File: config.mk
export PLATFORM = sky130hd
export DESIGN_NAME = hkrf_hue
export DESIGN_NICKNAME = d
export VERILOG_FILES = /design/src/rtl/core/hkrf_pkg.sv /design/src/rtl/core/hkrf_hue.sv
export SDC_FILE = /design/constraint.sdc
export NUM_CORES = 1
export LEC_CHECK = 0
export BUFFER_PORTS_ARGS = -buffer_cell sky130_fd_sc_hd__buf_2
export CAP_MARGIN = 40
export CORE_UTILIZATION = 55
export CTS_CLUSTER_DIAMETER = 40
export CTS_CLUSTER_SIZE = 20
export DETAILED_ROUTE_END_ITERATION = 7
export PLACE_DENSITY_LB_ADDON = 0.12
export SLEW_MARGIN = 20
export SYNTH_ARGS = -nofsm -noshare
export SYNTH_HDL_FRONTEND = slang
export SYNTH_SLANG_ARGS = --single-unit
export TNS_END_PERCENT = 100
File: constraint.sdc
create_clock -name clock -period 21.1 [get_ports clock]
set_input_delay 3.165 -clock clock [delete_from_list [all_inputs] [get_ports clock]]
set_output_delay 3.165 -clock clock [all_outputs]
set_load 0.01 [all_outputs]
File: src/rtl/core/hkrf_pkg.sv
`timescale 1ns / 1ps
// Package for the hue-keyed 3x3 rank filter: widths, register indexes,
// reset values and the control group that drives the window cells.
// No dependencies.
package hkrf_pkg;

   localparam int KEY_W              = 32;
   localparam int CHAN_W             = 8;
   localparam int COL_W              = 10;
   localparam int ROW_W              = 12;
   localparam int DIM_W              = 13;
   localparam int WIN_SIDE           = 3;
   localparam int WIN_N              = WIN_SIDE * WIN_SIDE;
   localparam int CNT_W              = 4;
   localparam int DEF_MAX_LINE_WIDTH = 1024;

   localparam int WIDTH_W = 11;
   localparam int HEIGHT_W = 13;
   localparam int RANK_W = 4;

   localparam int CSR_IDX_W  = 2;
   localparam int CSR_DATA_W = 13;

   localparam logic [CSR_IDX_W-1:0] CSR_IMAGE_WIDTH  = 2'd0;
   localparam logic [CSR_IDX_W-1:0] CSR_IMAGE_HEIGHT = 2'd1;
   localparam logic [CSR_IDX_W-1:0] CSR_RANK_SELECT  = 2'd2;

   localparam logic [WIDTH_W-1:0]  WIDTH_RESET  = 11'd640;
   localparam logic [HEIGHT_W-1:0] HEIGHT_RESET = 13'd480;
   localparam logic [RANK_W-1:0]   RANK_RESET   = 4'd4;

   localparam logic [DIM_W-1:0]  DIM_MIN     = 13'd3;
   localparam logic [DIM_W-1:0]  HEIGHT_MAX  = 13'd4096;
   localparam logic [RANK_W-1:0] RANK_MAX    = 4'd8;

   typedef struct packed {
      logic shift;
      logic start;
      logic step;
   } cell_ctrl_type;

endpackage

File: src/rtl/core/hkrf_hue.sv
`timescale 1ns / 1ps
// Hue unit: forms the hue numerator and divisor of one pixel and divides
// them with an eight-step restoring divider. Depends on hkrf_pkg.
module hkrf_hue (
   input  logic                         clock,
   input  logic                         reset,
   input  logic                         start,
   input  logic [hkrf_pkg::CHAN_W-1:0]  red,
   input  logic [hkrf_pkg::CHAN_W-1:0]  green,
   input  logic [hkrf_pkg::CHAN_W-1:0]  blue,
   output logic                         done,
   output logic [hkrf_pkg::CHAN_W-1:0]  hue
);
   import hkrf_pkg::*;

   logic [CHAN_W-1:0] mx, mn, d;
   logic [11:0]       dv, h6;
   logic [18:0]       num;

   logic              busy_ff, busy_in;
   logic [2:0]        cnt_ff, cnt_in;
   logic [18:0]       rem_ff, rem_in;
   logic [18:0]       dsh_ff, dsh_in;
   logic [CHAN_W-1:0] q_ff, q_in;
   logic              nz_ff, nz_in;

   always_comb begin
      mx = red;
      mn = red;
      if (green > mx) mx = green;
      if (blue > mx) mx = blue;
      if (green < mn) mn = green;
      if (blue < mn) mn = blue;
      d  = mx - mn;
      dv = 12'({d, 2'b00}) + 12'({d, 1'b0});
      if (blue == mx) begin
         h6 = 12'({d, 2'b00}) + 12'(red) - 12'(green);
      end else if (green == mx) begin
         h6 = 12'({d, 1'b0}) + 12'(blue) - 12'(red);
      end else if (green >= blue) begin
         h6 = 12'(green) - 12'(blue);
      end else begin
         h6 = dv + 12'(green) - 12'(blue);
      end
      num = 19'({h6, 8'b0}) - 19'(h6);
   end

   always_comb begin
      busy_in = busy_ff;
      cnt_in  = cnt_ff;
      rem_in  = rem_ff;
      dsh_in  = dsh_ff;
      q_in    = q_ff;
      nz_in   = nz_ff;
      if (start) begin
         busy_in = 1'b1;
         cnt_in  = 3'd7;
         rem_in  = num;
         dsh_in  = {dv, 7'b0};
         q_in    = '0;
         nz_in   = (d != '0);
      end else if (busy_ff) begin
         if (dsh_ff <= rem_ff) begin
            rem_in = rem_ff - dsh_ff;
            q_in   = {q_ff[CHAN_W-2:0], 1'b1};
         end else begin
            q_in   = {q_ff[CHAN_W-2:0], 1'b0};
         end
         dsh_in = dsh_ff >> 1;
         cnt_in = cnt_ff - 3'd1;
         if (cnt_ff == 3'd0) busy_in = 1'b0;
      end
   end

   always_ff @(posedge clock) begin
      if (reset) begin
         busy_ff <= 1'b0;
         cnt_ff  <= '0;
      end else begin
         busy_ff <= busy_in;
         cnt_ff  <= cnt_in;
      end
      rem_ff <= rem_in;
      dsh_ff <= dsh_in;
      q_ff   <= q_in;
      nz_ff  <= nz_in;
   end

   assign done = busy_ff && (cnt_ff == 3'd0);
   assign hue  = nz_ff ? q_ff : '0;

endmodule

# After elaboration in Yosys (flattened, before gate mapping)
# Index checks and enable logic that the tools add are counted.
dict set report word_totals {
  reg_bits 51
  latchBits 0
  ram_bits 0
  mem_bits_ro 0
  inputBits 27
  output_inout_bits 9
  word_cells 52
  mem_count 0
}
dict set report op_classes {
  add_sub_neg 12
  n_mul 0
  n_div 0
  n_lt_le_gt_ge 6
  eq_ne 2
  shift 0
  muxes 19
  n_bitwise 0
  reduce_logical 6
}
# operator n
set op_table {}
lappend op_table {{19-bit 2-to-1 mux} 5}
lappend op_table {{8-bit 2-to-1 mux} 5}
lappend op_table {{12-bit 2-to-1 mux} 3}
lappend op_table {{19-bit <= comparator} 1}
lappend op_table {{19-bit by 12-bit subtractor with 19-bit output} 1}
lappend op_table {{19-bit subtractor} 1}
lappend op_table {{8-bit equality test} 2}
lappend op_table {{8-bit greater-than comparator} 2}
lappend op_table {{8-bit less-than comparator} 2}
lappend op_table {{11-bit by 8-bit adder with 12-bit output} 1}
lappend op_table {{11-bit by 8-bit subtractor with 12-bit output} 1}
lappend op_table {{12-bit by 8-bit subtractor with 12-bit output} 1}
lappend op_table {{10-bit by 8-bit adder with 11-bit output} 1}
lappend op_table {{10-bit by 9-bit adder with 11-bit output} 1}
lappend op_table {{10-bit by 8-bit subtractor with 11-bit output} 1}
lappend op_table {{9-bit by 8-bit adder with 10-bit output} 1}
lappend op_table {{8-bit by 8-bit subtractor with 9-bit output} 1}
lappend op_table {{8-bit greater-or-equal comparator} 1}
lappend op_table {{8-bit nonzero test} 1}
lappend op_table {{8-bit subtractor} 1}
lappend op_table {{3-bit 2-to-1 mux} 2}
lappend op_table {{1-bit 2-to-1 mux} 4}
lappend op_table {{2-bit nonzero test} 2}
lappend op_table {{3-bit zero test} 1}
lappend op_table {{other kinds (3)} 3}

# Depth between registers and ports, before layout
# Gate-level depths: netlist of the first run.
dict set report logic_depth {
  depth_word 13
  depth_mapped 51
  depth_no_buf 49
}

# Worst setup path before layout of the first run
# OpenSTA, ideal clock, no wires.
dict set report synth_timing {
  path_kind {input to register}
  from {input port red[4] (netlist name)}
  to {register rem_ff[16], data pin}
  arrival_ns 12.386
  required_time_ns 20.835
  setup_slack_ns 8.449
  cell_stages 47
  n_path_buf 2
  cell_sequence {inv_1 > ha_1 > and4_1 > buf_2 > nand2_2 > o211ai_2 > nand2_2 > mux2i_1 > inv_1 > ha_1 > and3_1 > a221o_1 > a21oi_1 > inv_1 > a41oi_2 > o41ai_2 > buf_4 > nand2_1 > (+11 left out) > inv_1 > ha_1 > inv_1 > o21bai_1 > a21oi_1 > xnor2_1 > a21oi_1 > a22o_1 > a31oi_1 > inv_1 > ha_1 > a21o_1 > a21o_1 > and2_1 > or2_2 > a41oi_2 > mux2i_1 > or3_1}
}
dict set report synth_via {
  elab_chain_len 13
}
# element line
set synth_lines {}
lappend synth_lines {{start: declaration} hkrf_hue.sv:8} ;# input logic [hkrf_pkg::CHAN_W-1:0] red,
lappend synth_lines {{8-bit greater-than comparator / 8-bit less-than comparator (equally long branches)} {hkrf_hue.sv:30, hkrf_hue.sv:32}}
lappend synth_lines {{8-bit 2-to-1 mux, on equally long branches} {hkrf_hue.sv:30, hkrf_hue.sv:32}}
lappend synth_lines {{8-bit greater-than comparator / 8-bit less-than comparator (equally long branches)} {hkrf_hue.sv:31, hkrf_hue.sv:33}}
lappend synth_lines {{8-bit 2-to-1 mux, on equally long branches} {hkrf_hue.sv:31, hkrf_hue.sv:33}}
lappend synth_lines {{8-bit subtractor} hkrf_hue.sv:34} ;# d = mx - mn;
lappend synth_lines {{10-bit by 9-bit adder with 11-bit output} hkrf_hue.sv:35} ;# dv = 12'({d, 2'b00}) + 12'({d, 1'b0});
lappend synth_lines {{11-bit by 8-bit adder with 12-bit output} hkrf_hue.sv:43} ;# h6 = dv + 12'(green) - 12'(blue);
lappend synth_lines {{12-bit by 8-bit subtractor with 12-bit output} hkrf_hue.sv:43}
lappend synth_lines {{12-bit 2-to-1 mux} hkrf_hue.sv:40} ;# end else if (green >= blue) begin
lappend synth_lines {{12-bit 2-to-1 mux} hkrf_hue.sv:38} ;# end else if (green == mx) begin
lappend synth_lines {{12-bit 2-to-1 mux *} hkrf_hue.sv:36} ;# if (blue == mx) begin
lappend synth_lines {{19-bit by 12-bit subtractor with 19-bit output *} hkrf_hue.sv:45} ;# num = 19'({h6, 8'b0}) - 19'(h6);
lappend synth_lines {{19-bit 2-to-1 mux *} hkrf_hue.sv:55} ;# if (start) begin
lappend synth_lines {{named net rem_in[16]} hkrf_hue.sv:22} ;# logic [18:0] rem_ff, rem_in;
lappend synth_lines {{end signal: assignment} hkrf_hue.sv:83} ;# rem_ff <= rem_in;
lappend synth_lines {{end: declaration} hkrf_hue.sv:22}
# Mark *: on every way through the listed nets, which the timed path passes. The rest lies on a longest branch.
# A chain may end at the register's enable or synchronous reset.

# Worst setup path after layout of the first run
dict set report layout_timing {
  from {input port red[7] (netlist name)}
  to {register rem_ff[16], data pin}
}
# Same word-level chain as after synthesis.

==> results.md, run 1 <==
- Vias in the first global route: 6,603
- Crit Path Max Fanout: 9
- CTS Sinks: 50
- Die height: 123 µm
- Port Buf Inserts: 35
- Fmax: 71.3 MHz
- Vias: 7,230
- Post-Synthesis Cells: 978
- CTS H-tree lvls: 2
- Cts bufs inserted: 5
- Warnings, synthesis: 0
- Area added between synthesis and finish: 5.86%
- Final nets: 1,156
- Effective utilization at floorplan: 57.3%
- Setup-failing EPs final: 0
- WP data required: 21,140 ps
- Remaining DRCs: 0
- Detail Route Antenna Nets: 0
- Mapped Area: 8080 µm²
- Routed WL per cell: 18.6 µm
- EDFF count, synth: 31
- Latest clock arrival within the worst-skew pair: 300 ps
- Top cells by area, synth: ha_1 (16%), edfxtp_1 (12%), fa_1 (6.7%), inv_1 (5.6%), xnor2_1 (5.2%)
- Maximum Capacitance Violations: 0
- Relative slew margins: 44.2%
- Vias per inst: 6.12
- Final instance area: 8550 µm²
- Slowest CP cell: fa_1
- Clock transition at the registers of the reported paths: 70 ps
- # IOs: 36
- Average size of a mapped cell: 8.26 µm²
- Setup Buffers After CTS: 0
- Worst path most repeated cell: ha_1
- First-pass GRT wire length: 35,500 µm
- Die ar.: 15,200 µm²
- Hold Crit Class: flop to flop
- Hold Slack: 510 ps
- DRT Wirelength: 22,000 µm
- Die Wd: 123 µm
- Ys async rst share: 0%
- Top_reg_cell synth: edfxtp_1
- Dominant cell by count in the synthesized netlist: inv_1
- Area leader, netlist: ha_1
- Period minus WS final: 14,030 ps
- Post-cts sizing count: 0
- Core Util, Final: 60.6%
- DR pass1 iterations: 7
- Cts hold-fix bufs: 0
- Status: finished, final reports clean
- CTS tree: built
- Initial antenna violation count: 0
- Kind of critical path: input port to flop
- Sequential element share of the synthesized area: 16.2%
- RSZ-0062 raised after global routing: no
- Most instantiated cells after synthesis: inv_1 (120), ha_1 (101), nor2_1 (79)
- Max Slew Vio Count: 0
- Critical Path End Type: flop
- Gp weighted congestion: 1.01
- Final Hold Vio Count: 0
- Clk root buf: clkbuf_16
- Rows: 43
- # diodes: 0
- Crit path arrival time: 14,070 ps
- Worst-Margin Slew: 815 ps
- Fin Setup TNS: 0 ps
- Grt ovf: 0
- Area after DPL: 8390 µm²
- Maximum buffer depth of the clock tree: 2
- Clock Skews: 9.70 ps
- Max stage delay on crit path: 500 ps
- Mapped Nets: 1,133
- Post-route clock period utilization: 66.5%
- Overall Global Routing Usage: 30.2%
- Initial drt markers: 652
- #FFs+latches synth: 50
- Share of cells above drive strength 1: 9.08%
- Count of distinct cell types in the synthesized netlist: 95
- Crit start category: input port
- Yosys top cell area share: 15.6%
- Hpwl dp: 17,500 µm
- Core area: 14,100 µm²
- Largest net degree at the start of global routing: 62
-- cell usage in the layout, fill, tap and decap left out, types with 15 or more instances in the layout --
| cell type | n |
|---|---|
| fa_1 | 27 |
| xor2_1 | 22 |
| o21ai_0 | 47 |
| ha_1 | 101 |
| nand3_1 | 22 |
| nor3_1 | 21 |
| nor2_1 | 79 |
| xnor2_1 | 48 |
| mux2i_1 | 25 |
| a31oi_1 | 15 |
| nand2_1 | 49 |
| dfxtp_1 | 19 |
| a21oi_1 | 64 |
| a21o_1 | 25 |
| buf_2 | 36 |
| inv_1 | 120 |
| edfxtp_1 | 31 |
-- final cells by class --
cell class	count	area [µm²]
clock inverter	2	12.5
fill	1314	5550
tap	180	225
multi-input combinational	779	6170
timing repair buffer	42	229
inverter	123	462
sequential	50	1310
clock buffer	6	139
-- cells by family after synthesis --
| group | after synthesis | share of synthesized area, % |
|---|---|---|
| mux | 30 | 3.83 |
| fa+ha+maj | 128 | 22.3 |
| flops | 50 | 16.2 |
| buf+inv | 149 | 7.36 |
| simple gates | 271 | 17.6 |
| compound gates | 278 | 24.5 |
| xor+xnor | 72 | 8.17 |
-- final timing paths --
check             startpoint         end  slack (ps)  cells after the start
setup / recovery      red[7]  rem_ff[16]        7070                     48
setup reg to reg   dsh_ff[1]  rem_ff[17]       16220                     18
hold reg to reg    dsh_ff[0]   dsh_ff[0]         510                      2
hold / removal     dsh_ff[0]   dsh_ff[0]         510                      2
-- flip-flops by register name, summed over array words and instances, names as in the netlist --
signal   count
q_ff         8
nz_ff        1
dsh_ff      18
busy_ff      1
cnt_ff       3
rem_ff      19
-- per-layer routing --
| metal | routed length, µm | global-route usage, % |
|---|---|---|
| met5 | 0 | 0 |
| met4 | 382 | 5.57 |
| met3 | 1450 | 4.80 |
| met2 | 9020 | 44.0 |
| met1 | 11100 | 46.6 |
-- per-stage QoR --
stage	cells	setup WS (ps)
3_3_place_gp	1172	6840
5_1_grt	1182	6170
6_report	1182	7070
4_1_cts	1181	7190
2_1_floorplan	978	8450
3_5_place_dp	1173	6910
-- worst max-delay path: cells and delay by family --
family                   cells  cell delay, ps
AND/OR/NAND/NOR             12            2970
multiplexers                 2             590
adder cells (fa/ha/maj)      7            2610
buffers and inverters        7             810
AO/OA/AOI/OAI               18            3550
XOR/XNOR                     2             310
Power of run 1 is not shown: default switching activity piles up to over one toggle a cycle in this logic, so the estimate is an artifact.
==> inputs of run 2 (changes only) <==
Clock period 21.1 ns to 11.54 ns, I/O delays scaled along.
==> run 2 against run 1 <==
First-iteration DRC count fell by 9.5%. Die area did not move. Critical path depth fell by 2. Register-to-register slack got worse by 9300 ps. Via count rose by 3.6%. Highest routed layer unchanged. Critical endpoint unchanged. Sequential share of layout area fell by 0.89 points. Clock skew fell by 2.7 ps.
==> results.md, run 2 (synthesis gave the netlist of run 1 again) <==
- Maximum buffer depth of the clock tree: 2 (unchanged)
- CP top delay family: compound AO/OA/AOI/OAI gates
- Met2 usage: 46.4% (+2.4 points)
- Slowest CP cell: fa_1
- Vias: 7,487 (+3.6%)
- Maximum Capacitance Violations: 0 (unchanged)
- Vias in the first global route: 6,865 (+4.0%)
- Core area: 14,100 µm² (unchanged)
- Initial antenna violation count: 0 (unchanged)
- CTS Sinks: 50 (unchanged)
- Period minus WS final: 11,060 ps
- Crit path arrival time: 11,110 ps (-2960 ps)
- Initial drt markers: 590 (-9.5%)
- Final nets: 1,208 (+4.5%)
- Crit Path Max Fanout: 6 (-3)
- Critical Path End Type: flop
- Kind of critical path: input port to flop
- Clk root buf: clkbuf_16
- Max stage delay on crit path: 460 ps (-40 ps)
- CTS tree: built
- Port Buf Inserts: 35 (unchanged)
- Die Wd: 123 µm (unchanged)
- Most common cell after layout, fill and taps aside: inv_1
- Worst-Margin Slew: 951 ps (+135 ps)
- WP buf/inv: 8 (+1)
- Remaining DRCs: 0 (unchanged)
- Max reg flops: 19 (unchanged)
- Post-route clock period utilization: 95.9%
- DR pass1 iterations: 6 (-1)
- Hold Crit Class: flop to flop
- # diodes: 0 (unchanged)
- Met3 usage: 4.89% (+0.092 points)
- Final Hold Vio Count: 0 (unchanged)
- Status: finished, final reports clean
- Die height: 123 µm (unchanged)
- Clock Skews: 7.01 ps (-2.69 ps)
- Fmax: 90.4 MHz
- Clock transition at the registers of the reported paths: 70 ps (about the same)
- Effective utilization at floorplan: 57.3% (unchanged)
- Fin Setup TNS: 0 ps (unchanged)
- DRT Wirelength: 22,700 µm (+3.5%)
- Detail Route Antenna Nets: 0 (unchanged)
- # IOs: 36 (unchanged)
- First-pass GRT wire length: 35,600 µm (+0.41%)
- Routed WL per cell: 18.4 µm (-0.90%)
- Grt ovf: 0 (unchanged)
- Filler Cells Inserted: 1,253 (-4.6%)
- Largest registers: rem_ff x19, dsh_ff x18, q_ff x8
- Met1 global-route usage: 45.7% (-0.90 points)
- Max Slew Vio Count: 0 (unchanged)
- Rows: 43 (unchanged)
- Setup-failing EPs final: 0 (unchanged)
- Hpwl dp: 18,100 µm (+3.6%)
- WP data required: 11,580 ps (-9560 ps)
- Gp weighted congestion: 1.03 (+1.7%)
- Worst path most repeated cell: inv_1
- Die ar.: 15,200 µm² (unchanged)
- Vias per inst: 6.07 (-0.81%)
- CTS H-tree lvls: 2 (unchanged)
- Reg with most FFs: rem_ff
- Relative slew margins: 36.1% (-8.2 points)
- Overall Global Routing Usage: 30.4% (+0.16 points)
- Cts bufs inserted: 5 (unchanged)
- Share of cells above drive strength 1: 14.9% (+5.8 points)
- Area added between synthesis and finish: 12.3%
- Gr busiest metal: met2
- Final instance area: 9070 µm² (+6.1%)
- Latest clock arrival within the worst-skew pair: 300 ps (about the same)
- Most frequent cells in the layout: inv_1 (119), ha_1 (100), nor2_1 (79), a21oi_1 (59), buf_4 (57)
- Largest net degree at the start of global routing: 62 (unchanged)
- Crit start category: input port
- Area after DPL: 8720 µm² (+4.0%)
- Cts hold-fix bufs: 0 (unchanged)
run 2: cell type report:
class | instances | area (µm²) | share of cell area [%]
Multi-Input combinational cell | 779 | 6240 | 68.8
Sequential cell | 50 | 1310 | 14.5
Timing Repair Buffer | 94 | 643 | 7.09
Inverter | 123 | 462 | 5.09
Tap cell | 180 | 225 | 2.48
Clock buffer | 8 | 189 | 2.08
run 2: routing by layer:
metal  wire, µm  part of all wire, %  vias up
met4        216                 0.95        0
met5          0                    0        -
li1           -                    -     3673
met3       1540                  6.8       30
met2       9740                   43      266
met1      11200                   49     3518
run 2: worst min-delay path, stage by stage, from the launching register on:
cell and delay [ps]:
dfxtp_1 350, mux2i_1 70, nor2_1 70
run 2: stage by stage:
stage	instances	setup WS, ps	utilization (%)	hold WS (ps)
after floorplan	978	323	-	452
after global placement	1217	271	61.8	469
after detailed placement	1217	24.2	61.8	501
after CTS	1225	284	63.2	517
after global routing	1234	-14.0	64.4	548
final	1234	475	64.4	522
run 2: repair_timing:
| item | in CTS | in global routing |
|---|---|---|
| setup buffers | 0 | 7 |
| gates resized for setup | 0 | 17 |
| setup endpoints to repair | 0 | 7 |
run 2: worst paths after layout:
| check | from | slack (ps) | cells past startpoint | to |
|---|---|---|---|---|
| worst max register to register | dsh_ff[1] | 6960 | 18 | rem_ff[6] |
| worst min register to register | q_ff[3] | 520 | 2 | q_ff[3] |
| worst min-delay path | q_ff[3] | 520 | 2 | q_ff[3] |
| worst max-delay path | green[0] | 480 | 46 | rem_ff[16] |
Power of run 2 is left out for the same reason.
==> inputs of run 3 (changes only) <==
Settings changed: CELL_PAD_IN_SITES_DETAIL_PLACEMENT set to 1, CELL_PAD_IN_SITES_GLOBAL_PLACEMENT set to 1, CORE_UTILIZATION 55 to 44.
==> run 3 against run 2 <==
First-iteration DRC count down 48%. Fmax rose by 0.22%. Via count is the same. Count of clock-buffer cells in the layout shrank 3. Clock skew barely moved. Flip-flop and latch count unchanged. Non-clock buffer count fell by 1.
==> results.md, run 3 (synthesis gave the netlist of run 1 again) <==
- Status: finished, final reports clean
- Most common cell after layout, fill and taps aside: inv_1
- Max reg flops: 19 (unchanged)
- Setup-failing EPs final: 0 (unchanged)
- Remaining DRCs: 0 (unchanged)
- Maximum Capacitance Violations: 0 (unchanged)
- Worst reg2reg setup slack: 6690 ps (-270 ps)
- Die ar.: 18,900 µm² (+25%)
- WP data required: 11,590 ps (about the same)
- Vias in the first global route: 7,682 (+12%)
- Filler Cells Inserted: 2,224 (+77%)
- Crit path arrival time: 11,090 ps (-20 ps)
- Clock transition at the registers of the reported paths: 70 ps (about the same)
- # diodes: 0 (unchanged)
- Die Wd: 137 µm (+12%)
- Share of cells above drive strength 1: 15.7% (+0.77 points)
- Critical Path End Type: flop
- Hpwl dp: 20,900 µm (+15%)
- Clock Skews: 6.60 ps (-0.406 ps)
- Most frequent cells in the layout: inv_1 (117), ha_1 (100), nor2_1 (78), a21oi_1 (58), buf_4 (55)
- Gp weighted congestion: 0.963 (-6.6%)
- Maximum buffer depth of the clock tree: 2 (unchanged)
- CTS H-tree lvls: 2 (unchanged)
- DR pass1 iterations: 5 (-1)
- Period minus WS final: 11,040 ps (-24.4 ps)
- Final nets: 1,207 (-0.083%)
- Effective utilization at floorplan: 45.0% (-12 points)
- Slowest CP cell: fa_1
- Area added between synthesis and finish: 13.1%
- Final Hold Vio Count: 0 (unchanged)
- CTS Sinks: 50 (unchanged)
- Max stage delay on crit path: 460 ps (about the same)
- Worst r2r dst: rem_ff[15]
- Reg with most FFs: rem_ff
- Die height: 137 µm (+12%)
- Max Slew Vio Count: 0 (unchanged)
- Crit Path Max Fanout: 6 (unchanged)
- Register area: 1310 µm² (unchanged)
- Worst hold path depth: 2 (unchanged)
- # IOs: 36 (unchanged)
- DRT Wirelength: 25,300 µm (+11%)
- CTS tree: built
- Vias: 7,487 (unchanged)
- Cts bufs inserted: 5 (unchanged)
- Vias per inst: 5.84 (-3.7%)
- Core area: 18,000 µm² (+27%)
- Kind of critical path: input port to flop
- Overall Global Routing Usage: 27.7% (-2.7 points)
- Grt ovf: 0 (unchanged)
- HP Start: q_ff[7]
- Rows: 49 (+14%)
- Post-route clock period utilization: 95.7% (-0.21 points)
- Crit start category: input port
- Latest clock arrival within the worst-skew pair: 300 ps (about the same)
- Fmax: 90.6 MHz (+0.22%)
- Routed WL per cell: 19.7 µm (+7.3%)
- Area occupied by multi-input gates: 6300 µm² (+0.88%)
- Hold Crit Class: flop to flop
- Fin Setup TNS: 0 ps (unchanged)
- Detail Route Antenna Nets: 0 (unchanged)
- Largest net degree at the start of global routing: 62 (unchanged)
- Initial drt markers: 305 (-48%)
- Largest registers: rem_ff x19, dsh_ff x18, q_ff x8
- Reg2Reg Depth: 18 (unchanged)
- Worst-Margin Slew: 851 ps (-99.8 ps)
- Reg-to-reg startpoint: dsh_ff[1]
- Worst path most repeated cell: inv_1
- Clk root buf: clkbuf_16
- CP top delay family: compound AO/OA/AOI/OAI gates
- Worst Hold Endpoint: q_ff[7]
- Initial antenna violation count: 0 (unchanged)
- First-pass GRT wire length: 40,200 µm (+13%)
- Relative slew margins: 43.0% (+6.9 points)
- WP buf/inv: 8 (unchanged)
- Port Buf Inserts: 35 (unchanged)
==> run 3: cell types whose count changed in the layout (fill, tap and decap cells not counted), moves of 2 or more <==
cell / delta
xnor2_2: +2
clkbuf_16: -3
o21ai_0: -2
buf_4: -2
o21ai_1: +2
xnor2_1: -2
a211oi_2: +2
a211oi_1: -2
inv_1: -2
inv_2: +2
==> run 3: layout make-up <==
cell class	count	area share, %
Multi-Input combinational cell	779	68.9
Sequential cell	50	14.4
Timing Repair Buffer	93	6.94
Inverter	123	5.05
Tap cell	229	3.14
Clock buffer	5	1.37
Clock inverter	3	0.219
==> run 3: how the worst max path moves through the flow <==
stage | start | to | slack, ps | depth (start not counted)
finish | red[1] | rem_ff[16] | 500 | 49
global route | red[1] | rem_ff[16] | -70 | 49
CTS | red[4] | rem_ff[16] | 90 | 47
detailed placement | red[4] | rem_ff[16] | -210 | 47
global placement | green[0] | rem_ff[16] | 50 | 42
floorplan | red[4] | rem_ff[16] | 320 | 47
==> run 3: per-layer routing <==
| metal | vias to the layer above | wire (µm) | global-route usage, % |
|---|---|---|---|
| met1 | 3630 | 10900 | 32.8 |
| met3 | 49 | 490 | 1.47 |
| met2 | 149 | 13100 | 52.1 |
| met5 | - | 0 | 0 |
| li1 | 3659 | - | - |
| met4 | 0 | 874 | 9.89 |
==> run 3: worst min-delay path: stages, from the launching register on <==
cell,delay [ps]
dfxtp_1,320
mux2i_1,60
nor2_1,70
==> run 3: through the flow <==
step / setup WS (ps) / util, % / hold slack, ps / cells / cell area (µm²)
6_report: 500 / 50.9 / 486 / 1282 / 9140
5_1_grt: -65.2 / 50.9 / 541 / 1282 / 9140
4_1_cts: 89.5 / 49.9 / 497 / 1278 / 8960
3_5_place_dp: -208 / 49.1 / 481 / 1270 / 8810
3_3_place_gp: 51.0 / 49.0 / 468 / 1268 / 8790
2_1_floorplan: 323 / - / 452 / 978 / 8080
==> run 3: repair_timing <==
item	in CTS	in global routing
hold buffers	0	0
setup endpoints to repair	0	7
buffers inserted	0	3
resized for setup	0	29
Power of run 3 is left out for the same reason.
