[src/rtl/core/hkrf_pkg.sv]
`timescale 1ns / 1ps
// Package for the hue-keyed 3x3 rank filter: widths, register indexes,
// reset values and the control group that drives the window cells.
// No dependencies.
package hkrf_pkg;

   localparam int KEY_W              = 32;
   localparam int CHAN_W             = 8;
   localparam int COL_W              = 10;
   localparam int ROW_W              = 12;
   localparam int DIM_W              = 13;
   localparam int WIN_SIDE           = 3;
   localparam int WIN_N              = WIN_SIDE * WIN_SIDE;
   localparam int CNT_W              = 4;
   localparam int DEF_MAX_LINE_WIDTH = 1024;

   localparam int WIDTH_W = 11;
   localparam int HEIGHT_W = 13;
   localparam int RANK_W = 4;

   localparam int CSR_IDX_W  = 2;
   localparam int CSR_DATA_W = 13;

   localparam logic [CSR_IDX_W-1:0] CSR_IMAGE_WIDTH  = 2'd0;
   localparam logic [CSR_IDX_W-1:0] CSR_IMAGE_HEIGHT = 2'd1;
   localparam logic [CSR_IDX_W-1:0] CSR_RANK_SELECT  = 2'd2;

   localparam logic [WIDTH_W-1:0]  WIDTH_RESET  = 11'd640;
   localparam logic [HEIGHT_W-1:0] HEIGHT_RESET = 13'd480;
   localparam logic [RANK_W-1:0]   RANK_RESET   = 4'd4;

   localparam logic [DIM_W-1:0]  DIM_MIN     = 13'd3;
   localparam logic [DIM_W-1:0]  HEIGHT_MAX  = 13'd4096;
   localparam logic [RANK_W-1:0] RANK_MAX    = 4'd8;

   typedef struct packed {
      logic shift;
      logic start;
      logic step;
   } cell_ctrl_type;

endpackage

[src/rtl/core/hkrf_cell.sv]
`timescale 1ns / 1ps
// One window cell: holds a key of the 3x3 window, passes it left on a shift,
// and counts smaller and equal keys as all keys circulate around the ring.
// Depends on hkrf_pkg.
module hkrf_cell (
   input  logic                          clock,
   input  logic                          reset,
   input  hkrf_pkg::cell_ctrl_type       ctrl,
   input  logic [hkrf_pkg::RANK_W-1:0]   rank,
   input  logic [hkrf_pkg::KEY_W-1:0]    key_in,
   output logic [hkrf_pkg::KEY_W-1:0]    key_out,
   input  logic [hkrf_pkg::KEY_W-1:0]    circ_in,
   output logic [hkrf_pkg::KEY_W-1:0]    circ_out,
   output logic                          hit
);
   import hkrf_pkg::*;

   logic [KEY_W-1:0] key_ff, circ_ff;
   logic [CNT_W-1:0] lt_ff, eq_ff;
   logic [CNT_W:0]   upper;

   always_ff @(posedge clock) begin
      if (reset) begin
         key_ff <= '0;
      end else if (ctrl.shift) begin
         key_ff <= key_in;
      end
      if (ctrl.start) begin
         circ_ff <= key_ff;
         lt_ff   <= '0;
         eq_ff   <= '0;
      end else if (ctrl.step) begin
         circ_ff <= circ_in;
         if (circ_ff < key_ff) lt_ff <= lt_ff + 1'b1;
         if (circ_ff == key_ff) eq_ff <= eq_ff + 1'b1;
      end
   end

   assign upper    = {1'b0, lt_ff} + {1'b0, eq_ff};
   assign hit      = (lt_ff <= rank) && ({1'b0, rank} < upper);
   assign key_out  = key_ff;
   assign circ_out = circ_ff;

endmodule
[config.mk]
export PLATFORM = sky130hd
export DESIGN_NAME = hkrf_cell
export DESIGN_NICKNAME = d
export VERILOG_FILES = /design/src/rtl/core/hkrf_pkg.sv /design/src/rtl/core/hkrf_cell.sv
export SDC_FILE = /design/constraint.sdc
export NUM_CORES = 1
export LEC_CHECK = 0
export BUFFER_PORTS_ARGS = -buffer_cell sky130_fd_sc_hd__clkbuf_2
export CAP_MARGIN = 20
export CORE_AREA = 2 2 96 98
export DETAILED_ROUTE_END_ITERATION = 12
export DIE_AREA = 0 0 98 100
export PLACE_DENSITY = 0.86
export SKIP_LAST_GASP = 1
export SYNTH_ARGS = -nofsm -noshare
export SYNTH_HDL_FRONTEND = slang
export SYNTH_SLANG_ARGS = --single-unit
[constraint.sdc]
create_clock -name clock -period 2.25 [get_ports clock]
set_clock_uncertainty 0.15 [all_clocks]
set_input_delay 0 -clock clock [delete_from_list [all_inputs] [get_ports clock]]
set_output_delay 0 -clock clock [all_outputs]
set_load 0.005 [all_outputs]
# After elaboration in Yosys (flattened, before gate mapping)
# Cells that the tools add are included.
# W data, S select, Z words.
[totals]
ff_bits = 72
inputBits = 73
output_inout_bits = 65
word_cells = 17
[classes]
add_sub_neg = 3
magnitude_cmp = 3
n_eq_ne = 1
muxes = 2
n_reduce_logical = 4
[op_table]
columns = ["op", "n"]
rows = [
  ["$mux W32", 2],
  ["$eq A32 B32 Y1", 1],
  ["$lt A32 B32 Y1", 1],
  ["$add A4 B1 Y4 const B", 2],
  ["$add A4 B4 Y5", 1],
  ["$lt A4 B5 Y1", 1],
  ["$le A4 B4 Y1", 1],
  ["$reduce_and A2 Y1", 2],
  ["$reduce_bool A2 Y1", 1],
  ["$logic_and A1 B1 Y1", 1],
]

# Logic depth before layout (Yosys ltp)
# Gate-level depths: netlist of the first run.
[depth]
ltp_word = 3
ltp_mapped = 9
ltp_nobuf = 9

# Least setup slack after synthesis of the first run
# No wires, ideal clock.
[synth_path]
path_type = "reg-to-reg"
startpoint = "reg key_ff[5], in the netlist key_out[5]"
endpoint = "reg lt_ff[2]"
setup_ns = 0.071
arrival_time_ns = 2.043
slack_ns = -0.014
path_stages_with_launch = 9
path_buffers = 0
period_less_slack_ns = 2.264
path_cell_list = "dfxtp_1 > inv_1 > ha_1 > a21o_1 > nand3_2 > a211oi_1 > o41a_1 > or4_1 > a21oi_1"
[synth_via]
elab_chain_cells = 2
[synth_rtl]
columns = ["item", "line", "source"]
rows = [
  ["start, declared", "hkrf_cell.sv:18", "logic [KEY_W-1:0] key_ff, circ_ff;"],
  ["start signal, assigned", "hkrf_cell.sv:26", "key_ff <= key_in;"],
  ["$lt A32 B32 Y1", "hkrf_cell.sv:34", "if (circ_ff < key_ff) lt_ff <= lt_ff + 1'b1;"],
  ["$reduce_and A2 Y1 (no line)", "--", ""],
  ["end signal, assigned", "hkrf_cell.sv:34", ""],
  ["end, declared", "hkrf_cell.sv:19", "logic [CNT_W-1:0] lt_ff, eq_ff;"],
]
# Every way passes these cells.
# A chain may end at the register's enable or synchronous reset.

# Worst setup path after layout of the first run
[layout_path]
startpoint = "reg lt_ff[0]"
endpoint = "out hit"
[layout_via]
elab_chain_cells = 3
word_cells_on_any_way = 4
cone_classes = "1 x add/sub; 2 x order compare; 1 x reduce/logical"
[layout_rtl]
columns = ["item", "line", "source"]
rows = [
  ["$add A4 B4 Y5", "hkrf_cell.sv:39", "assign upper = {1'b0, lt_ff} + {1'b0, eq_ff};"],
  ["$lt A4 B5 Y1", "hkrf_cell.sv:40", "assign hit = (lt_ff <= rank) && ({1'b0, rank} < upper);"],
  ["$logic_and A1 B1 Y1 (*)", "hkrf_cell.sv:40", ""],
  ["end, declared", "hkrf_cell.sv:14", "output logic hit"],
]
# Mark *: on every way between the ends. The rest lies on a longest branch, timed or not.

==> results of run 1 <==
## cells in the final DEF, fill, tap and decap left out, types with 2 or more instances in the layout
| cell type | instances |
|---|---|
| mux2_2 | 33 |
| nand2b_1 | 2 |
| mux2i_1 | 33 |
| a211oi_1 | 2 |
| clkinvlp_4 | 2 |
| xor2_1 | 3 |
| nand3_1 | 4 |
| nand4_1 | 9 |
| o21ai_0 | 3 |
| dfxtp_2 | 10 |
| buf_6 | 2 |
| o21ai_1 | 2 |
| clkinv_2 | 2 |
| inv_1 | 40 |
| nor2_1 | 39 |
| nor2b_1 | 2 |
| clkbuf_2 | 136 |
| a21o_1 | 6 |
| ha_1 | 30 |
| nor3_2 | 2 |
| buf_4 | 81 |
| dlygate4sd3_1 | 64 |
| nand2_1 | 4 |
| clkbuf_8 | 10 |
| ha_4 | 15 |
| a21oi_2 | 5 |
| dfxtp_1 | 30 |
| edfxtp_1 | 32 |
| a21oi_1 | 13 |
## worst reg2reg max path, stage by stage (launching register included)
cell,delay [ns]
edfxtp_1,0.39
ha_1,0.31
nand4_1,0.17
nor3_2,0.07
a21boi_1,0.13
o41a_1,0.50
or4_1,0.51
a21oi_1,0.15
## routing by layer
metal	track usage	vias up	share of wire
li1	-	1823	-
met5	0	-	0
met4	0.126	0	0.037
met2	0.462	137	0.54
met1	0.258	1827	0.38
met3	0.0564	41	0.045
## through the flow
| step | setup TNS [ns] | cell area (sq um) | utilization | power, mW | worst slack [ns] |
|---|---|---|---|---|---|
| after floorplan | -0.00201 | 3890 | - | 1.88 | -0.00201 |
| after global placement | -0.273 | 5110 | 0.574 | 2.21 | -0.0940 |
| after detailed placement | -0.615 | 5110 | 0.574 | 2.25 | -0.193 |
| after CTS | -0.620 | 6130 | 0.689 | 3.42 | -0.269 |
| after global routing | -1.50 | 6450 | 0.726 | 3.73 | -0.324 |
| final | -0.906 | 6450 | 0.726 | 3.56 | -0.211 |
## cells by family after synthesis
family	Yosys count
and+or+nand+nor	72
DFF	72
muxes	66
buffers and inverters	53
adders and majority gates	46
AOI/OAI and AO/OA	41
xor gates and xnor gates	5
## report_power, final
group	internal, mW	leakage (nW)	switching, mW
combinational	0.544	2.33	0.419
clock	0.535	0.0957	0.518
sequential	1.47	0.674	0.0686
## area by class of cell
cell class / instances / area (sq um) / area share
timing repair buffer: 284 / 1960 / 0.303
multi-input combinational: 230 / 2240 / 0.347
sequential: 72 / 1770 / 0.275
clock buffer: 10 / 138 / 0.0213
tap: 111 / 139 / 0.0215
inverter: 40 / 150 / 0.0233
clock inverter: 6 / 58.8 / 0.00911
## cells in the mapped netlist
library cell	number
o211ai_2	1
ha_1	45
a211oi_1	2
a221oi_1	1
and3_1	1
or4_1	1
o21ai_1	1
nand3_2	1
or2_2	1
mux2_2	33
o41a_1	1
edfxtp_1	32
clkbuf_1	10
nor4_1	1
nand2b_1	2
a21boi_0	1
fa_1	1
o31ai_1	1
mux2i_1	33
xor2_1	3
nand2_1	5
xnor2_1	2
inv_1	40
nor2_1	39
a2111oi_0	1
or3_1	1
o21ai_0	6
a21o_1	6
buf_1	3
nand3_1	4
a21boi_1	1
a21oi_1	18
dfxtp_1	40
nor3_1	3
a41oi_1	1
or3b_1	1
nor2b_1	3
nand4_1	9
## registers in the layout, indices dropped and copies added (netlist names)
signal,flops
lt_ff,4
circ_out,32
key_out,32
eq_ff,4
## worst max path at each step
stage	from	endpoint	cells after the start
3_3_place_gp	circ_out[19]$_DFFE_PP_	lt_ff[3]$_SDFFE_PP0P_	7
3_5_place_dp	circ_out[17]$_DFFE_PP_	lt_ff[0]$_SDFFE_PP0P_	8
5_1_grt	lt_ff[0]$_SDFFE_PP0P_	hit	10
4_1_cts	lt_ff[0]$_SDFFE_PP0P_	hit	10
2_1_floorplan	circ_out[9]$_DFFE_PP_	lt_ff[2]$_SDFFE_PP0P_	7
6_report	lt_ff[0]$_SDFFE_PP0P_	hit	10
## what timing repair did
action                                  in CTS  in global routing
buffers inserted                            12                 13
pin swaps                                   16                 22
cloned                                       0                  0
endpoints found under the setup margin       6                  8
gates resized for setup                     21                 35
hold endpoints to repair                    64                  0
hold buffers                                64                  0
==> metrics.txt, run 1 <==
# TYPE chip_impl_metric gauge
chip_impl_info{name="outcome",value="finished, violations left"} 1
chip_impl_info{name="violations_in_the_final_reports",value="negative setup slack"} 1
chip_impl_metric{name="worstHoldPathCells",unit=""} 3
chip_impl_metric{name="cp_slowest_stage_delay",unit="ns"} 0.48
chip_impl_metric{name="maxClockFrequency",unit="MHz"} 406
chip_impl_metric{name="worstPathBufferInverterCount",unit=""} 2
chip_impl_metric{name="reg2reg_setup_slack",unit="ns"} -0.21
chip_impl_metric{name="seq_area_frac_synth",unit=""} 0.453
chip_impl_metric{name="routed_wire_length_per_instance",unit="um"} 16.7
chip_impl_metric{name="synthXorXnorAreaFrac",unit=""} 0.0113
chip_impl_metric{name="power_density",unit="nW/um^2"} 551
chip_impl_info{name="critical-path-top-delay-family",value="adder cells"} 1
chip_impl_metric{name="ctsHtreeMaxLevel",unit=""} 3
chip_impl_metric{name="antenna_found_initial",unit=""} 0
chip_impl_metric{name="synth-simple-area-share",unit=""} 0.0873
chip_impl_info{name="post_synth_main_area_contributors",value="edfxtp_1, dfxtp_1, ha_1"} 1
chip_impl_metric{name="dieWidth",unit="um"} 98
chip_impl_metric{name="floorplan.die.height",unit="um"} 100
chip_impl_info{name="clock_tree.root_cell",value="clkbuf_8"} 1
chip_impl_metric{name="ys_ff_latch",unit=""} 72
chip_impl_metric{name="cts-buffers-inserted",unit=""} 9
chip_impl_metric{name="final-hold-violation-count",unit=""} 0
chip_impl_info{name="worstSetupEndpointType",value="output pin"} 1
chip_impl_metric{name="fillCellCount",unit=""} 563
chip_impl_metric{name="die_area",unit="sq um"} 9800
chip_impl_metric{name="synthDominantCellAreaShare",unit=""} 0.247
chip_impl_metric{name="synth.avg_cell_area",unit="sq um"} 10.9
chip_impl_metric{name="timing.critical_path.fanout_max",unit=""} 2
chip_impl_info{name="crit_path_cell_trace",value="ha_4, fa_1, inv_1, ha_4, a21o_1, a21o_1, a21oi_2, a211oi_1, nor2_1, buf_2"} 1
chip_impl_metric{name="clk_latency",unit="ns"} 0.35
chip_impl_metric{name="synth_fa_ha_area_frac",unit=""} 0.150
chip_impl_metric{name="finalNonFillerCells",unit=""} 753
chip_impl_metric{name="timing.critical_path.required",unit="ns"} 2.10
chip_impl_metric{name="finish.net_count",unit=""} 756
chip_impl_metric{name="grtUsageTotal",unit=""} 0.246
chip_impl_info{name="critPathSlowestCell",value="fa_1"} 1
chip_impl_info{name="timing.rr.end",value="lt_ff[2]$_SDFFE_PP0P_"} 1
chip_impl_metric{name="ir_worst_vdd",unit="uV"} 412
chip_impl_metric{name="grt_start_max_net_pins",unit=""} 42
chip_impl_metric{name="grt_pass1_wl",unit="mm"} 19.2
chip_impl_info{name="synth_area_leader_cell",value="edfxtp_1"} 1
chip_impl_metric{name="io_pins",unit=""} 138
chip_impl_info{name="rsz0062_at_grt",value="yes"} 1
chip_impl_metric{name="whs",unit="ns"} 0.0929
chip_impl_metric{name="first_iter_violations",unit=""} 126
chip_impl_metric{name="timing.max_slew.rel_slack",unit=""} 0.387
chip_impl_metric{name="report.final.setup_viol",unit=""} 5
chip_impl_metric{name="reg2regPathDepth",unit=""} 7
chip_impl_metric{name="post_synth_mux_area_share",unit=""} 0.181
chip_impl_metric{name="routabilityCongestion",unit=""} 0.831
chip_impl_metric{name="areaGrowthSynthToFinish",unit="%"} 66.1
chip_impl_metric{name="fin_crit_sh",unit=""} 1.09
chip_impl_metric{name="detailedRoute.firstPassIterationCount",unit=""} 4
chip_impl_metric{name="antenna-diode-count",unit=""} 0
chip_impl_info{name="worstReg2RegStart",value="circ_out[12]$_DFFE_PP_"} 1
chip_impl_metric{name="final.setup.worst_slack",unit="ns"} -0.211
chip_impl_metric{name="placementRows",unit=""} 35
chip_impl_metric{name="dp_hpwl",unit="mm"} 7.46
chip_impl_metric{name="final_layout_size_suffix_gt1_frac",unit=""} 0.489
chip_impl_metric{name="numPortBuffers",unit=""} 137
chip_impl_metric{name="cts_max_path_buffers",unit=""} 2
chip_impl_metric{name="arrival",unit="ns"} 2.31
chip_impl_metric{name="first_global_vias",unit=""} 4244
chip_impl_metric{name="p_leak",unit="nW"} 3.09
chip_impl_metric{name="detail_route.wirelength",unit="mm"} 12.5
chip_impl_metric{name="core_area",unit="sq um"} 8890
chip_impl_info{name="dominant_combinational_cell_family_by_area_after_synthesis",value="multiplexers"} 1
chip_impl_metric{name="clock_sink_count",unit=""} 72
chip_impl_metric{name="via_per_inst",unit=""} 5.08
chip_impl_metric{name="synthesis.nets",unit=""} 474
chip_impl_metric{name="netlist_instances",unit=""} 355
chip_impl_metric{name="fin_crit",unit="ns"} 2.46
chip_impl_info{name="hold_path.class",value="in2reg"} 1
chip_impl_info{name="worstSetupStartpointType",value="flop"} 1
chip_impl_info{name="tritoncts",value="done"} 1
chip_impl_metric{name="clkSlewWorstSetupHoldPaths",unit="ns"} 0.08
chip_impl_info{name="hold_end",value="eq_ff[3]$_SDFFE_PP0P_"} 1
chip_impl_info{name="critical_path_class",value="reg2out"} 1
chip_impl_metric{name="max_slew_violation_count",unit=""} 0
chip_impl_metric{name="worst-slew-pin-transition",unit="ns"} 0.919
chip_impl_metric{name="syn_area",unit="sq um"} 3890
chip_impl_metric{name="maxCapViolations",unit=""} 0
chip_impl_metric{name="synth.distinct_cells",unit=""} 38
chip_impl_metric{name="synth_compound_gate_area_share",unit=""} 0.0663
chip_impl_metric{name="placedCellCount",unit=""} 649
chip_impl_metric{name="antenna_violating_nets_post_route",unit=""} 0
chip_impl_metric{name="drc",unit=""} 0
chip_impl_info{name="min_from",value="ctrl[1]"} 1
chip_impl_metric{name="grt.overflow.total",unit=""} 0
chip_impl_metric{name="dr_total_vias",unit=""} 3828
chip_impl_metric{name="initial_util",unit=""} 0.437
chip_impl_metric{name="yosys_warnings",unit=""} 0
Note: power is estimated with default switching activity, not from simulation.
==> inputs of run 2 (changes only) <==
PLACE_DENSITY = unset   (was 0.86)
PLACE_DENSITY_LB_ADDON = 0.25   (was unset)
==> run 2 against run 1 <==
Against the previous run:
- the flow still finishes with violations (negative setup slack)
- routed wire length down 10%
- sequential share of layout area up 0.57 points
- total power down 6.8%
- critical path type unchanged
- die area unchanged
==> metrics.txt, run 2 (synthesis gave the netlist of run 1 again) <==
# TYPE chip_impl_metric gauge
chip_impl_info{name="outcome",value="finished, violations left"} 1
chip_impl_info{name="violations_in_the_final_reports",value="negative setup slack"} 1
chip_impl_metric{name="core_area",unit="sq um"} 8890
chip_impl_metric{name="cts_max_path_buffers",unit=""} 2
chip_impl_metric{name="maxClockFrequency",unit="MHz"} 405
chip_impl_metric{name="p_leak",unit="nW"} 3.07
chip_impl_metric{name="power_density",unit="nW/um^2"} 526
chip_impl_metric{name="floorplan.die.height",unit="um"} 100
chip_impl_metric{name="worstHoldPathCells",unit=""} 3
chip_impl_info{name="hold_end",value="key_out[5]$_SDFFE_PP0P_"} 1
chip_impl_metric{name="report.final.setup_viol",unit=""} 6
chip_impl_metric{name="finalNonFillerCells",unit=""} 751
chip_impl_metric{name="fin_crit",unit="ns"} 2.47
chip_impl_metric{name="maxCapViolations",unit=""} 0
chip_impl_metric{name="detail_route.wirelength",unit="mm"} 11.3
chip_impl_info{name="worstSetupStartpointType",value="flop"} 1
chip_impl_metric{name="placementRows",unit=""} 35
chip_impl_metric{name="power_frac_clock",unit=""} 0.266
chip_impl_metric{name="numPortBuffers",unit=""} 137
chip_impl_metric{name="clock_sink_count",unit=""} 72
chip_impl_info{name="final_common_cell",value="clkbuf_2"} 1
chip_impl_metric{name="share_seq_of_total_power",unit=""} 0.463
chip_impl_metric{name="timing.critical_path.fanout_max",unit=""} 2
chip_impl_metric{name="ir_worst_vdd",unit="uV"} 438
chip_impl_metric{name="fin_crit_sh",unit=""} 1.10
chip_impl_metric{name="placement.setup.worst_slack",unit="ns"} -0.161
chip_impl_metric{name="die_area",unit="sq um"} 9800
chip_impl_info{name="min_from",value="ctrl[2]"} 1
chip_impl_metric{name="drc",unit=""} 0
chip_impl_metric{name="reg2regPathDepth",unit=""} 7
chip_impl_metric{name="clkSlewWorstSetupHoldPaths",unit="ns"} 0.08
chip_impl_metric{name="whs",unit="ns"} 0.0876
chip_impl_metric{name="dp_hpwl",unit="mm"} 7.31
chip_impl_metric{name="finish.net_count",unit=""} 754
chip_impl_metric{name="grt_pass1_wl",unit="mm"} 17.8
chip_impl_info{name="worstReg2RegStart",value="circ_out[12]$_DFFE_PP_"} 1
chip_impl_metric{name="detailedRoute.firstPassIterationCount",unit=""} 4
chip_impl_metric{name="io_pins",unit=""} 138
chip_impl_metric{name="power_report.internal_total",unit="mW"} 2.41
chip_impl_metric{name="arrival",unit="ns"} 2.32
chip_impl_info{name="layout.cells.most_common_list",value="clkbuf_2, buf_4, dlygate4sd3_1"} 1
chip_impl_metric{name="antenna_found_initial",unit=""} 0
chip_impl_metric{name="ctsHtreeMaxLevel",unit=""} 3
chip_impl_info{name="worstSetupEndpointType",value="output pin"} 1
chip_impl_metric{name="dpl_cell_area",unit="sq um"} 5170
chip_impl_metric{name="antenna-diode-count",unit=""} 0
chip_impl_metric{name="fillCellCount",unit=""} 641
chip_impl_metric{name="reg2reg_setup_slack",unit="ns"} -0.19
chip_impl_info{name="hold_path.class",value="in2reg"} 1
chip_impl_metric{name="final-hold-violation-count",unit=""} 0
chip_impl_metric{name="timing.max_slew.rel_slack",unit=""} 0.417
chip_impl_metric{name="fin_total_pwr",unit="mW"} 3.31
chip_impl_metric{name="first_global_vias",unit=""} 3932
chip_impl_metric{name="grt_start_max_net_pins",unit=""} 42
chip_impl_metric{name="placedCellCount",unit=""} 657
chip_impl_metric{name="first_iter_violations",unit=""} 66
chip_impl_metric{name="clk_latency",unit="ns"} 0.34
chip_impl_metric{name="p_sw",unit="mW"} 0.903
chip_impl_metric{name="grtUsageTotal",unit=""} 0.226
chip_impl_metric{name="sw_frac_of_total",unit=""} 0.273
chip_impl_metric{name="pwr-share-comb",unit=""} 0.271
chip_impl_metric{name="timing.critical_path.required",unit="ns"} 2.10
chip_impl_metric{name="dr_total_vias",unit=""} 3650
chip_impl_metric{name="via_per_inst",unit=""} 4.86
chip_impl_info{name="timing.rr.end",value="lt_ff[2]$_SDFFE_PP0P_"} 1
chip_impl_metric{name="max_slew_violation_count",unit=""} 0
chip_impl_metric{name="antenna_violating_nets_post_route",unit=""} 0
chip_impl_metric{name="grt.overflow.total",unit=""} 0
chip_impl_metric{name="routed_wire_length_per_instance",unit="um"} 15.0
chip_impl_metric{name="final.setup.worst_slack",unit="ns"} -0.216
chip_impl_metric{name="areaGrowthSynthToFinish",unit="%"} 62.0
chip_impl_metric{name="worst-slew-pin-transition",unit="ns"} 0.875
chip_impl_metric{name="cts-buffers-inserted",unit=""} 9
chip_impl_info{name="clock_tree.root_cell",value="clkbuf_8"} 1
chip_impl_metric{name="routabilityCongestion",unit=""} 0.787
chip_impl_metric{name="final_cell_area",unit="sq um"} 6300
chip_impl_metric{name="initial_util",unit=""} 0.437
chip_impl_info{name="rsz0062_at_grt",value="yes"} 1
chip_impl_info{name="critical_path_class",value="reg2out"} 1
chip_impl_metric{name="dieWidth",unit="um"} 98
chip_impl_metric{name="final_layout_size_suffix_gt1_frac",unit=""} 0.463
chip_impl_info{name="tritoncts",value="done"} 1
==> run 2: cell types whose count changed in the layout (fill, tap and decap cells not counted), moves of 2 or more <==
cell      delta
a21oi_1      +2
a21oi_2      -2
buf_4        -2
clkbuf_1     +2
dfxtp_1      +6
dfxtp_2      -6
ha_1         +5
ha_4         -5
==> run 2: timing repair <==
item / in CTS / in global routing
setup endpoints to repair: 9 / 9
buffers inserted: 7 / 7
hold buffers: 64 / 0
endpoints found under the hold margin: 64 / 0
pin swaps: 21 / 19
gates resized for setup: 23 / 15
==> run 2: worst max path at each step <==
stage	from	to	cells after the start	slack, ns
floorplan	circ_out[9]$_DFFE_PP_	lt_ff[2]$_SDFFE_PP0P_	7	-0.002
global placement	circ_out[27]$_DFFE_PP_	lt_ff[3]$_SDFFE_PP0P_	8	-0.1
detailed placement	key_out[30]$_SDFFE_PP0P_	lt_ff[3]$_SDFFE_PP0P_	8	-0.16
CTS	lt_ff[0]$_SDFFE_PP0P_	hit	10	-0.30
global route	lt_ff[0]$_SDFFE_PP0P_	hit	10	-0.34
finish	lt_ff[0]$_SDFFE_PP0P_	hit	10	-0.22
==> run 2: metrics by stage <==
step / setup TNS [ns] / utilization
after global placement: -0.276 / 0.581
after floorplan: -0.00201 / -
after global routing: -1.78 / 0.708
after CTS: -0.612 / 0.692
final: -0.832 / 0.708
after detailed placement: -0.537 / 0.581
==> run 2: cell type report <==
cell class	instances	area (sq um)	share of cell area
Clock buffer	12	145	0.0230
Clock inverter	4	21.3	0.00338
Inverter	40	150	0.0238
Multi-Input combinational cell	230	2130	0.339
Sequential cell	72	1770	0.281
Tap cell	111	139	0.0221
Timing Repair Buffer	282	1940	0.308
==> run 2: worst max-delay path, cell delays in order, from the launching register on <==
cell and delay (ns):
dfxtp_2 0.33, ha_4 0.16, fa_1 0.48, inv_1 0.05
ha_1 0.27, a21o_1 0.17, a21o_1 0.16, a21oi_2 0.12
a211oi_1 0.05, nor2_1 0.09, buf_2 0.11
==> run 2: layer usage <==
metal / global-route usage / share of wire / up-vias
met4: 0.0684 / 0.014 / 0
met3: 0.0529 / 0.048 / 15
met2: 0.443 / 0.54 / 114
li1: - / - / 1818
met1: 0.240 / 0.40 / 1703
met5: 0 / 0 / -
==> run 2: power by group through the flow <==
stage / Sequential (mW) / Clock [mW] / Combinational [mW]
CTS: 1.53 / 0.901 / 0.849
detailed placement: 1.55 / 0 / 0.707
global route: 1.54 / 0.950 / 0.985
finish: 1.53 / 0.883 / 0.896
floorplan: 1.57 / 0 / 0.319
global placement: 1.55 / 0 / 0.691
==> inputs of run 3 (changes only) <==
CORE_AREA = 2 2 92 94   (was 2 2 96 98)
DIE_AREA = 0 0 94 96   (was 0 0 98 100)
clock period = 2.35 ns   (was 2.25 ns; I/O delays follow)
==> run 3 against run 2 <==
Against the previous run:
- final cell count fell by 3.1%
- first-iteration DRC count up 30%
- critical path depth unchanged
- register-to-register slack improved by 0.15 ns
- design area is 1.1% lower
- critical endpoint unchanged
- combinational power fell by 6.0%
- sequential share of layout area rose by 0.38 points
- worst setup slack gained 0.10 ns
- the run still ends with negative setup slack left
- highest routed layer unchanged
- utilization is 6.5 points higher
- non-clock buffer count down 17
- via count up 0.41%
- count of clock-buffer cells in the layout shrank 1
==> metrics.txt, run 3 (synthesis gave the netlist of run 1 again) <==
# TYPE chip_impl_metric gauge
chip_impl_metric{name="via_per_inst",unit=""} 5.03
chip_impl_metric{name="ir_worst_vdd",unit="uV"} 343
chip_impl_metric{name="routed_wire_length_per_instance",unit="um"} 15.5
chip_impl_metric{name="floorplan.die.height",unit="um"} 96
chip_impl_metric{name="cts-buffers-inserted",unit=""} 9
chip_impl_info{name="tritoncts",value="done"} 1
chip_impl_metric{name="timing.critical_path.required",unit="ns"} 2.20
chip_impl_metric{name="initial_util",unit=""} 0.483
chip_impl_metric{name="drc",unit=""} 0
chip_impl_metric{name="p_leak",unit="nW"} 2.99
chip_impl_metric{name="power_density",unit="nW/um^2"} 529
chip_impl_info{name="critical_path_class",value="reg2out"} 1
chip_impl_metric{name="report.final.setup_viol",unit=""} 3
chip_impl_info{name="hold_path.class",value="in2reg"} 1
chip_impl_metric{name="dieWidth",unit="um"} 94
chip_impl_metric{name="dpl_cell_area",unit="sq um"} 5000
chip_impl_metric{name="areaGrowthSynthToFinish",unit="%"} 60.2
chip_impl_metric{name="finish.net_count",unit=""} 737
chip_impl_info{name="violations_in_the_final_reports",value="negative setup slack"} 1
chip_impl_metric{name="maxClockFrequency",unit="MHz"} 406
chip_impl_metric{name="final_cell_area",unit="sq um"} 6230
chip_impl_metric{name="ctsHtreeMaxLevel",unit=""} 3
chip_impl_info{name="layout.cells.most_common_list",value="clkbuf_2, dlygate4sd3_1, buf_4"} 1
chip_impl_metric{name="fin_total_pwr",unit="mW"} 3.29
chip_impl_metric{name="clk_latency",unit="ns"} 0.36
chip_impl_metric{name="final_layout_size_suffix_gt1_frac",unit=""} 0.456
chip_impl_metric{name="grtUsageTotal",unit=""} 0.244
chip_impl_info{name="clock_tree.root_cell",value="clkbuf_8"} 1
chip_impl_info{name="worstSetupStartpointType",value="flop"} 1
chip_impl_metric{name="fillCellCount",unit=""} 524
chip_impl_metric{name="numPortBuffers",unit=""} 137
chip_impl_metric{name="arrival",unit="ns"} 2.31
chip_impl_metric{name="detailedRoute.firstPassIterationCount",unit=""} 4
chip_impl_metric{name="fin_crit",unit="ns"} 2.46
chip_impl_metric{name="reg2reg_setup_slack",unit="ns"} -0.04
chip_impl_metric{name="detail_route.wirelength",unit="mm"} 11.3
chip_impl_metric{name="routabilityCongestion",unit=""} 0.766
chip_impl_metric{name="first_global_vias",unit=""} 3714
chip_impl_metric{name="io_pins",unit=""} 138
chip_impl_metric{name="antenna_found_initial",unit=""} 0
chip_impl_info{name="worstReg2RegStart",value="circ_out[12]$_DFFE_PP_"} 1
chip_impl_info{name="min_from",value="ctrl[0]"} 1
chip_impl_metric{name="reg2regPathDepth",unit=""} 8
chip_impl_metric{name="die_area",unit="sq um"} 9020
chip_impl_metric{name="fin_crit_sh",unit=""} 1.05
chip_impl_metric{name="worst-slew-pin-transition",unit="ns"} 0.893
chip_impl_metric{name="first_iter_violations",unit=""} 86
chip_impl_metric{name="cts_max_path_buffers",unit=""} 2
chip_impl_metric{name="placement.setup.worst_slack",unit="ns"} -0.121
chip_impl_metric{name="maxCapViolations",unit=""} 0
chip_impl_metric{name="final.setup.worst_slack",unit="ns"} -0.114
chip_impl_info{name="rsz0062_at_grt",value="yes"} 1
chip_impl_metric{name="timing.max_slew.rel_slack",unit=""} 0.405
chip_impl_metric{name="dr_total_vias",unit=""} 3665
chip_impl_metric{name="worstHoldPathCells",unit=""} 6
chip_impl_metric{name="antenna_violating_nets_post_route",unit=""} 0
chip_impl_metric{name="placementRows",unit=""} 33
chip_impl_metric{name="grt_start_max_net_pins",unit=""} 33
chip_impl_info{name="final_common_cell",value="clkbuf_2"} 1
chip_impl_metric{name="antenna-diode-count",unit=""} 0
chip_impl_metric{name="timing.critical_path.fanout_max",unit=""} 2
chip_impl_info{name="hold_end",value="lt_ff[0]$_SDFFE_PP0P_"} 1
chip_impl_metric{name="grt.overflow.total",unit=""} 0
chip_impl_info{name="timing.rr.end",value="lt_ff[1]$_SDFFE_PP0P_"} 1
chip_impl_metric{name="clock_sink_count",unit=""} 72
chip_impl_metric{name="grt_pass1_wl",unit="mm"} 16.8
chip_impl_metric{name="max_slew_violation_count",unit=""} 0
chip_impl_metric{name="core_area",unit="sq um"} 8050
chip_impl_metric{name="clkSlewWorstSetupHoldPaths",unit="ns"} 0.07
chip_impl_info{name="outcome",value="finished, violations left"} 1
chip_impl_info{name="worstSetupEndpointType",value="output pin"} 1
chip_impl_metric{name="final-hold-violation-count",unit=""} 0
chip_impl_metric{name="dp_hpwl",unit="mm"} 7.04
-- run 3: cell types whose count changed in the layout (fill, tap and decap cells not counted), moves of 3 or more --
cell and delta:
buf_4 -17, dfxtp_1 -3, dfxtp_2 +3, ha_1 -3
ha_4 +3
-- run 3: power by group --
group	switching [mW]	internal, mW	total (mW)	leakage [nW]
sequential	0.0648	1.41	1.47	0.673
combinational	0.370	0.473	0.842	2.22
clock	0.484	0.491	0.975	0.0895
-- run 3: worst max path at each step --
stage / startpoint / endpoint / cells past startpoint
2_1_floorplan: key_out[5]$_SDFFE_PP0P_ / lt_ff[2]$_SDFFE_PP0P_ / 8
3_3_place_gp: circ_out[30]$_DFFE_PP_ / eq_ff[3]$_SDFFE_PP0P_ / 9
3_5_place_dp: circ_out[19]$_DFFE_PP_ / lt_ff[3]$_SDFFE_PP0P_ / 7
4_1_cts: eq_ff[0]$_SDFFE_PP0P_ / hit / 10
5_1_grt: eq_ff[0]$_SDFFE_PP0P_ / hit / 10
6_report: eq_ff[0]$_SDFFE_PP0P_ / hit / 10
-- run 3: routing by layer --
metal	routed length (um)	GRT usage	up-vias	part of all wire
li1	-	-	1781	-
met1	4370	0.258	1727	0.39
met2	6100	0.467	131	0.54
met3	522	0.0486	26	0.046
met4	313	0.110	0	0.028
met5	0	0	-	0
-- run 3: layout make-up --
class | instances | area, sq um | share of cell area
clock buffer | 11 | 131 | 0.0211
clock inverter | 5 | 58.8 | 0.00944
inverter | 40 | 150 | 0.0241
multi-input combinational | 230 | 2170 | 0.349
sequential | 72 | 1770 | 0.284
tap | 105 | 131 | 0.0211
timing repair buffer | 265 | 1810 | 0.291
-- run 3: worst max-delay path, stage by stage, from the launching register on --
cell,delay (ns)
dfxtp_2,0.34
ha_4,0.16
fa_1,0.47
inv_1,0.05
ha_1,0.26
a21o_1,0.15
a21o_1,0.15
a21oi_2,0.13
a211oi_2,0.05
nor2_1,0.09
buf_2,0.12
-- run 3: through the flow --
| stage | cells | setup TNS (ns) | hold slack, ns | util |
|---|---|---|---|---|
| after global placement | 630 | -0.0783 | 0.0799 | 0.621 |
| after CTS | 720 | -0.175 | 0.166 | 0.748 |
| after global routing | 728 | -0.698 | 0.104 | 0.773 |
| after detailed placement | 630 | -0.482 | 0.0937 | 0.621 |
| after floorplan | 355 | 0 | -0.0776 | - |
| final | 728 | -0.170 | 0.0787 | 0.773 |
-- run 3: timing repair --
action,4_1_cts,5_1_grt
hold buffers,65,0
pin swaps,11,10
buffers inserted,9,8
endpoints found under the setup margin,8,8
gates resized for setup,19,24
cloned,0,0
endpoints found under the hold margin,70,0
